### config.mk
export PLATFORM = sky130hd
export DESIGN_NAME = sha256_stream_hasher_top
export DESIGN_NICKNAME = d
export VERILOG_FILES = /design/src/sv/sha_pkg.sv /design/src/sv/sha256_stream_hasher_top.sv
export SDC_FILE = /design/constraint.sdc
export NUM_CORES = 2
export LEC_CHECK = 0
export ABC_AREA = 1
export BUFFER_PORTS_ARGS = -buffer_cell sky130_fd_sc_hd__buf_4
export CAP_MARGIN = 20
export CORE_ASPECT_RATIO = 2
export CORE_MARGIN = 2
export CORE_UTILIZATION = 37
export DETAILED_ROUTE_END_ITERATION = 6
export GPL_TIMING_DRIVEN = 0
export MAX_ROUTING_LAYER = met4
export PLACE_DENSITY_LB_ADDON = 0.3
export SLEW_MARGIN = 20
export SYNTH_ARGS = -nofsm -noshare
export SYNTH_HDL_FRONTEND = slang
export SYNTH_SLANG_ARGS = --single-unit
### constraint.sdc
create_clock -name clk_i -period 13.3 [get_ports clk_i]
set_input_delay 1.995 -clock clk_i [delete_from_list [all_inputs] [get_ports clk_i]]
set_output_delay 1.995 -clock clk_i [all_outputs]
set_load 0.05 [all_outputs]
### src/sv/sha_pkg.sv
// ============================================================================
// SHA-256 hasher package
// Round constants, initial hash values, sequencer states and round helpers.
// ============================================================================
package sha_pkg;

  typedef enum logic [2:0] {
    ST_IDLE,
    ST_BYTE,
    ST_PAD,
    ST_LOAD,
    ST_ROUND,
    ST_ADD,
    ST_EMIT
  } state_e;

  localparam int unsigned NumRounds  = 64;
  localparam int unsigned LenOffset  = 56;
  localparam int unsigned BlockBytes = 64;

  function automatic logic [31:0] round_k(input logic [5:0] t);
    logic [31:0] k [64];
    k = '{
      32'h428a2f98, 32'h71374491, 32'hb5c0fbcf, 32'he9b5dba5,
      32'h3956c25b, 32'h59f111f1, 32'h923f82a4, 32'hab1c5ed5,
      32'hd807aa98, 32'h12835b01, 32'h243185be, 32'h550c7dc3,
      32'h72be5d74, 32'h80deb1fe, 32'h9bdc06a7, 32'hc19bf174,
      32'he49b69c1, 32'hefbe4786, 32'h0fc19dc6, 32'h240ca1cc,
      32'h2de92c6f, 32'h4a7484aa, 32'h5cb0a9dc, 32'h76f988da,
      32'h983e5152, 32'ha831c66d, 32'hb00327c8, 32'hbf597fc7,
      32'hc6e00bf3, 32'hd5a79147, 32'h06ca6351, 32'h14292967,
      32'h27b70a85, 32'h2e1b2138, 32'h4d2c6dfc, 32'h53380d13,
      32'h650a7354, 32'h766a0abb, 32'h81c2c92e, 32'h92722c85,
      32'ha2bfe8a1, 32'ha81a664b, 32'hc24b8b70, 32'hc76c51a3,
      32'hd192e819, 32'hd6990624, 32'hf40e3585, 32'h106aa070,
      32'h19a4c116, 32'h1e376c08, 32'h2748774c, 32'h34b0bcb5,
      32'h391c0cb3, 32'h4ed8aa4a, 32'h5b9cca4f, 32'h682e6ff3,
      32'h748f82ee, 32'h78a5636f, 32'h84c87814, 32'h8cc70208,
      32'h90befffa, 32'ha4506ceb, 32'hbef9a3f7, 32'hc67178f2};
    return k[t];
  endfunction

  function automatic logic [31:0] init_hash(input logic [2:0] n);
    logic [31:0] h [8];
    h = '{32'h6a09e667, 32'hbb67ae85, 32'h3c6ef372, 32'ha54ff53a,
          32'h510e527f, 32'h9b05688c, 32'h1f83d9ab, 32'h5be0cd19};
    return h[n];
  endfunction

  function automatic logic [31:0] rotr(input logic [31:0] x, input int unsigned n);
    return (x >> n) | (x << (32 - n));
  endfunction

endpackage

### src/sv/sha256_stream_hasher_top.sv
// ============================================================================
// SHA-256 stream hasher
// Hashes a byte message that arrives as big-endian words and emits the
// eight digest words after the final item.
// ============================================================================
//  channel   direction  contents
//  s_axis    in         tdata = message_word[31:0], valid_bytes[34:32]; tlast = end_of_message
//  m_axis    out        tdata = digest_word[31:0], digest_index[34:32]; tlast = digest_last
//
// One shared round unit runs one compression round per cycle. An item is
// accepted, its valid bytes are placed in the block one at a time and a
// closing step follows. A full block adds a load step, 64 rounds and an add
// step. The final item adds padding one byte a cycle, one or two compressions
// and eight digest items. Reset returns the chaining words to the initial values.
// The input is not ready while a word is at work or a digest word waits; a
// stall on the output holds the sequencer.
module sha256_stream_hasher_top (
  input  logic        clk_i,
  input  logic        rst_ni,
  input  logic        s_axis_tvalid,
  output logic        s_axis_tready,
  // [31:0] message_word, [34:32] valid_bytes, [39:35] zero
  input  logic [39:0] s_axis_tdata,
  // end_of_message
  input  logic        s_axis_tlast,
  output logic        m_axis_tvalid,
  input  logic        m_axis_tready,
  // [31:0] digest_word, [34:32] digest_index, [39:35] zero
  output logic [39:0] m_axis_tdata,
  output logic        m_axis_tlast
);
  import sha_pkg::*;

  state_e      state_q, state_d;
  logic [31:0] word_q;
  logic [2:0]  cnt_q;
  logic        last_q;
  logic [31:0] h_q [8];
  logic [31:0] v_q [8];
  logic [31:0] w_q [16];
  logic [63:0] len_q;
  logic [5:0]  pos_q;   // byte offset in the block that the pad pass writes next
  logic [5:0]  rnd_q;
  logic        fin_q;   // the running compression is the final one
  logic [2:0]  oidx_q;

  logic [5:0]  off;
  assign off = len_q[8:3];

  // Schedule and round datapath for the current round.
  logic [31:0] wt, s0, s1, wnew, t1, t2;
  logic [3:0]  ri;
  assign ri = rnd_q[3:0];
  always_comb begin
    s1   = rotr(w_q[ri - 4'd2], 17) ^ rotr(w_q[ri - 4'd2], 19) ^ (w_q[ri - 4'd2] >> 10);
    s0   = rotr(w_q[ri - 4'd15], 7) ^ rotr(w_q[ri - 4'd15], 18) ^ (w_q[ri - 4'd15] >> 3);
    wnew = s1 + w_q[ri - 4'd7] + s0 + w_q[ri];
    wt   = (rnd_q >= 6'd16) ? wnew : w_q[ri];
    t1   = v_q[7] + (rotr(v_q[4], 6) ^ rotr(v_q[4], 11) ^ rotr(v_q[4], 25))
         + ((v_q[4] & v_q[5]) ^ (~v_q[4] & v_q[6])) + round_k(rnd_q) + wt;
    t2   = (rotr(v_q[0], 2) ^ rotr(v_q[0], 13) ^ rotr(v_q[0], 22))
         + ((v_q[0] & v_q[1]) ^ (v_q[0] & v_q[2]) ^ (v_q[1] & v_q[2]));
  end

  // Next state.
  always_comb begin
    state_d = state_q;
    unique case (state_q)
      ST_IDLE: if (s_axis_tvalid) state_d = ST_BYTE;
      ST_BYTE: begin
        if (cnt_q != 3'd0) begin
          if (off == 6'd63) state_d = ST_LOAD;
        end else if (last_q) state_d = ST_PAD;
        else state_d = ST_IDLE;
      end
      ST_PAD: begin
        if (pos_q == 6'd63) state_d = ST_LOAD;
      end
      ST_LOAD:  state_d = ST_ROUND;
      ST_ROUND: if (rnd_q == 6'(NumRounds - 1)) state_d = ST_ADD;
      ST_ADD: begin
        if (fin_q) state_d = ST_EMIT;
        else if (cnt_q != 3'd0) state_d = ST_BYTE;
        else if (last_q) state_d = ST_PAD;
        else state_d = ST_IDLE;
      end
      ST_EMIT: if (m_axis_tready && oidx_q == 3'd7) state_d = ST_IDLE;
      default: state_d = ST_IDLE;
    endcase
  end

  // Handshake outputs.
  always_comb begin
    s_axis_tready = (state_q == ST_IDLE);
    m_axis_tvalid = (state_q == ST_EMIT);
    m_axis_tdata  = {5'd0, oidx_q, h_q[oidx_q]};
    m_axis_tlast  = (oidx_q == 3'd7);
  end

  always_ff @(posedge clk_i or negedge rst_ni) begin
    if (!rst_ni) begin
      state_q <= ST_IDLE;
      len_q   <= '0;
      cnt_q   <= '0;
      last_q  <= 1'b0;
      rnd_q   <= '0;
      fin_q   <= 1'b0;
      oidx_q  <= '0;
      pos_q   <= '0;
      for (int n = 0; n < 8; n++) begin
        h_q[n] <= init_hash(3'(n));
        v_q[n] <= '0;
      end
    end else begin
      state_q <= state_d;
      unique case (state_q)
        ST_IDLE: begin
          if (s_axis_tvalid) begin
            word_q <= s_axis_tdata[31:0];
            cnt_q  <= (s_axis_tdata[34:32] > 3'd4) ? 3'd4 : s_axis_tdata[34:32];
            last_q <= s_axis_tlast;
            fin_q  <= 1'b0;
          end
        end
        ST_BYTE: begin
          // Place one message byte at the current offset.
          if (cnt_q != 3'd0) begin
            if (off[1:0] == 2'd0) w_q[off[5:2]] <= {word_q[31:24], 24'd0};
            else w_q[off[5:2]][(3 - off[1:0]) * 8 +: 8] <= word_q[31:24];
            word_q <= {word_q[23:0], 8'd0};
            cnt_q  <= cnt_q - 3'd1;
            len_q  <= len_q + 64'd8;
          end else begin
            pos_q <= off;
          end
        end
        ST_PAD: begin
          // 0x80 at the message end, zeros, then the length in the last eight bytes.
          if (pos_q == off && !fin_q && pos_q[1:0] == 2'd0)
            w_q[pos_q[5:2]] <= 32'h8000_0000;
          else if (pos_q == off && !fin_q)
            w_q[pos_q[5:2]][(3 - pos_q[1:0]) * 8 +: 8] <= 8'h80;
          else if (pos_q[1:0] == 2'd0)
            w_q[pos_q[5:2]] <= '0;
          if (pos_q == 6'd63) begin
            if (off < 6'(LenOffset) || fin_q) begin
              w_q[14] <= len_q[63:32];
              w_q[15] <= len_q[31:0];
              last_q  <= 1'b1;
              fin_q   <= 1'b1;
            end else begin
              fin_q <= 1'b0;
            end
          end
          pos_q <= pos_q + 6'd1;
        end
        ST_LOAD: begin
          for (int n = 0; n < 8; n++) v_q[n] <= h_q[n];
          rnd_q <= '0;
        end
        ST_ROUND: begin
          if (rnd_q >= 6'd16) w_q[ri] <= wnew;
          v_q[7] <= v_q[6];
          v_q[6] <= v_q[5];
          v_q[5] <= v_q[4];
          v_q[4] <= v_q[3] + t1;
          v_q[3] <= v_q[2];
          v_q[2] <= v_q[1];
          v_q[1] <= v_q[0];
          v_q[0] <= t1 + t2;
          rnd_q  <= rnd_q + 6'd1;
        end
        ST_ADD: begin
          for (int n = 0; n < 8; n++) h_q[n] <= h_q[n] + v_q[n];
          // After an overflow pad block the next pad pass starts at zero.
          if (!fin_q && cnt_q == 3'd0 && last_q && state_d == ST_PAD) begin
            pos_q <= '0;
            fin_q <= pos_q == 6'd0 && off >= 6'(LenOffset);
          end
          oidx_q <= '0;
        end
        ST_EMIT: begin
          if (m_axis_tready) begin
            oidx_q <= oidx_q + 3'd1;
            if (oidx_q == 3'd7) begin
              len_q  <= '0;
              fin_q  <= 1'b0;
              last_q <= 1'b0;
              for (int n = 0; n < 8; n++) begin
                h_q[n] <= init_hash(3'(n));
                v_q[n] <= '0;
              end
            end
          end
        end
        default: ;
      endcase
    end
  end

endmodule

==> impl_metrics.ini, run 1 <==
[floorplan]
io_pins = 88
die_w_um = 347
std_cell_rows = 251
start_util_pct = 37.2
fp.dieH_um = 690

[clocking]
root_buffer = clkbuf_16
postCtsHoldBufs = 0
cts_made_buffers = 118
clock_sinks = 1140
clockBufferDepth = 3
htreeDepth = 3

[placement]
portBuffers = 77
dp_hpwl_um = 635000
gp_congestion = 1.33

[logic_synthesis]
synthFlopType = edfxtp_1
yosysSeqAreaShare_pct = 36.1
syn_avg_cell_area_sq_um = 7.71
yosys_warnings = 0
syn-cell-area_sq_mm = 0.0870
ys_types = 74
netlist_instances = 11283
async_reset_ff_share_pct = 52.3
synth-edff-count = 544
synth-seq-cells = 1140

[outcome]
run_status = did not finish
stop_stage = global routing
firstError = [ERROR GRT-0116] Global routing finished with congestion. Check the congestion regions in the DRC Viewer.

[grt]
grt_max_degree = 92
grt.total_usage_pct = 86.3
grt_pass1_vias = 137693
grt_pass1_wl_um = 1490000
grt.overflow.total = 13313
[cells by family after synthesis]
family / share of synthesized area (%)
and+or+nand+nor: 16.3
adders and majority gates: 10.6
DFF: 36.1
buffers and inverters: 9.25
muxes: 1.14
xor gates and xnor gates: 4.48
AOI/OAI and AO/OA: 22.1
other: 0.00431
[metal layers]
metal / global-route usage [%] / overflow
met2: 116 / 10678
met5: - / -
met3: 58.6 / 126
met1: 76.3 / 108
met4: 94.1 / 2401
[synthesized netlist by cell type, drive strengths merged, types with 14 or more instances]
cell type,instances,share of area (%)
nand2,2105,9.1
inv,1525,6.6
o21ai,1450,8.4
a21oi,956,5.5
nor2,720,3.2
edfxtp,544,19
dfrtp,460,13
ha,424,6.1
nand3,394,2.3
clkbuf,389,1.7
o22ai,363,2.6
xor2,282,2.8
fa,195,4.5
buf,180,0.97
xnor2,163,1.6
o211ai,140,1.2
dfstp,136,4.1
a31oi,128,0.92
mux2i,99,1.1
nor3,99,0.62
a22oi,74,0.64
nand4,47,0.36
nor4,42,0.32
o221ai,40,0.40
or2,40,0.29
a21o,36,0.31
a221oi,34,0.34
o21a,32,0.28
o21bai,29,0.25
o31ai,23,0.20
a21boi,21,0.18
o32ai,14,0.14
[per-stage QoR]
stage | cells | setup TNS [ns] | cell area, sq um | worst slack, ns
global placement | 14400 | -1981.79 | 91400 | -10.29
CTS | 14887 | 0 | 103000 | 0.00141
floorplan | 11287 | 0 | 87000 | 1.87
detailed placement | 14597 | -215.73 | 96400 | -6.82
[what timing repair did]
action                     in CTS
pin swaps                      43
cloned                          0
buffers inserted               70
setup endpoints to repair      58
gates resized for setup       445
==> run 2: changes to the inputs <==
--- a/config.mk
+++ b/config.mk
@@ -8,13 +8,11 @@
 export ABC_AREA = 1
 export BUFFER_PORTS_ARGS = -buffer_cell sky130_fd_sc_hd__buf_4
 export CAP_MARGIN = 20
-export CORE_ASPECT_RATIO = 2
 export CORE_MARGIN = 2
-export CORE_UTILIZATION = 37
+export CORE_UTILIZATION = 22
 export DETAILED_ROUTE_END_ITERATION = 6
 export GPL_TIMING_DRIVEN = 0
-export MAX_ROUTING_LAYER = met4
-export PLACE_DENSITY_LB_ADDON = 0.3
+export PLACE_DENSITY_LB_ADDON = 0.15
 export SLEW_MARGIN = 20
 export SYNTH_ARGS = -nofsm -noshare
 export SYNTH_HDL_FRONTEND = slang
==> run 2 against run 1 <==
  * The flow now finishes, with violations (DRC)
  * Synthesized cell count is the same
  * Synthesized area unchanged
==> impl_metrics.ini, run 2 <==
[finish]
largest_reg_flops = 512
area_growth_pct = 19.2
layout_top_registers = w_q: 512 flops, h_q: 256 flops, v_q: 256 flops
drive_gt1_share_pct = 10.4
final_cell_mix = nand2_1, inv_1, o21ai_0, a21oi_1, nor2_1
final_common_cell = nand2_1
stdcell_count = 17053
fin_nets = 12339
regMostFlops = w_q

[sta]
relSlewSlack_pct = 12.8
slew_violations = 0
hold_viol_final = 0
setup_viol = 0
fin_crit_ns = 13.07
max_freq_mhz = 76.5
rsz0062_at_grt = true
skew_ns = 0.0904
worstMarginPinSlew_ns = 1.30
fin_crit_sh_pct = 98.3

[floorplan]
core_sq_mm = 0.393
start_util_pct = 22.1
die_area_sq_mm = 0.401
die_w_um = 633
std_cell_rows = 230
fp.dieH_um = 633
io_pins = 88

[routing]
num_vias = 91015
drc = 2
routed_wl_um = 610000
drtAntennaViolNets = 0
first_iter_violations = 11870
routedWlPerCell_um = 35.7
first_pass_iters = 7
vias_per_cell = 5.34

[placement]
portBuffers = 77
dp_hpwl_um = 490000
gp_congestion = 1.03
place_inst = 16693

[grt]
antenna_found_initial = 66
grt_max_degree = 76
grt.total_usage_pct = 29.5
grt.overflow.total = 0
grt_pass1_vias = 86670
grt_pass1_wl_um = 801000

[setup_path]
cp_slowest_cell = clkbuf_1
crit_path_end_kind = register
start_kind = register
timing.critical_path.mode_cell = inv_1
worstPathArrival_ns = 13.80
cpPeakStageDelay_ns = 0.91
cp_data_required_time_ns = 14.02
crit_type = register to register
critical_path_peak_fanout = 10

[clocking]
cts_tree = yes
clockBufferDepth = 4
postCtsHoldBufs = 0
cts_made_buffers = 160
htreeDepth = 4
root_buffer = clkbuf_16
clkSlewWorstSetupHoldPaths_ns = 0.06
insertion_delay_ns = 0.96
clock_sinks = 1140

[logic_synthesis]
syn-cell-area_sq_mm = 0.0870
yosys.area.top_type = edfxtp_1
synthFlopType = edfxtp_1
synth_most_common_cell = nand2_1
netlist_instances = 11283
netlist.area_leader.share_pct = 18.8
ys_types = 74
syn_avg_cell_area_sq_um = 7.71
async_reset_ff_share_pct = 52.3
synth-seq-cells = 1140
yosysSeqAreaShare_pct = 36.1
synth_area_leaders = edfxtp_1, dfrtp_1, nand2_1, o21ai_0, inv_1
synth-edff-count = 544
synthTopCellsByCount = nand2_1, inv_1, o21ai_0
yosys_warnings = 0

[outcome]
run_status = finished with violations
violations = DRC

[flow_run]
drv_cap = 0

[hold_path]
hold_class = register to register
[run 2: cell counts after synthesis]
Identical to the previous run, type by type.
[run 2: layer usage]
layer | global-route usage [%] | vias up | wire (um)
met4 | 18.3 | 14 | 45000
met5 | 0 | - | 85
met3 | 5.83 | 1326 | 49100
met1 | 37.8 | 45399 | 251000
li1 | - | 39291 | -
met2 | 45.7 | 4985 | 264000
[run 2: repair_timing]
item,CTS,global route
buffers inserted,27,14
gates resized for setup,289,106
cloned,0,1
setup endpoints to repair,60,25
pin swaps,16,12
[run 2: worst paths after layout]
kind                            from        end  cells past startpoint  slack, ns
min reg2reg                len_q[44]  len_q[44]                      1       0.49
max                         rnd_q[0]   v_q[240]                     46       0.23
min                        len_q[44]  len_q[44]                      1       0.49
min in group asynchronous     rst_ni   h_q[215]                      1       1.00
max in group asynchronous     rst_ni    h_q[56]                      6      10.01
max reg2reg                 rnd_q[0]   v_q[240]                     46       0.23
[run 2: critical path: cells and delay by family, from the launching register on]
kind | cells | cell delay [ns]
flip-flops | 1 | 0.42
AND/OR/NAND/NOR | 5 | 0.51
adder cells (fa/ha/maj) | 10 | 4.41
AO/OA/AOI/OAI | 13 | 3.24
XOR/XNOR | 4 | 1.41
buffers and inverters | 14 | 2.82
[run 2: cell type report]
cell class,count,area [sq um]
well taps,5220,6530
flip-flops and latches,1140,31400
inverters,1530,5760
clock inverters,78,892
multi-input cells,8048,49200
fillers,43601,289000
plain buffers,565,2880
repair buffers,230,2600
clock buffers,212,4390
diodes,30,75.1
[run 2: kinds of logic after synthesis]
logic type                 Yosys count  share of synthesized area, %
adders and majority gates          619                          10.6
AOI/OAI and AO/OA                 3417                          22.1
DFF                               1140                          36.1
other                                1                       0.00431
muxes                               99                          1.14
buffers and inverters             2099                          9.25
and+or+nand+nor                   3463                          16.3
xor gates and xnor gates           445                          4.48
[run 2: through the flow]
| stage | cell area (sq um) | utilization, % | hold slack [ns] | setup TNS, ns | setup WS (ns) |
|---|---|---|---|---|---|
| 2_1_floorplan | 87000 | - | 0.450 | 0 | 1.87 |
| 4_1_cts | 103000 | 26.2 | 0.491 | 0 | 0.00738 |
| 6_report | 104000 | 26.4 | 0.490 | 0 | 0.226 |
| 3_3_place_gp | 94100 | 23.9 | 0.477 | -1371.18 | -5.73 |
| 5_1_grt | 104000 | 26.4 | 0.512 | -0.720 | -0.213 |
| 3_5_place_dp | 96500 | 24.5 | 0.477 | -173.03 | -5.04 |
Power of run 2 is not shown: default switching activity piles up to over one toggle a cycle in this logic, so the estimate is an artifact.
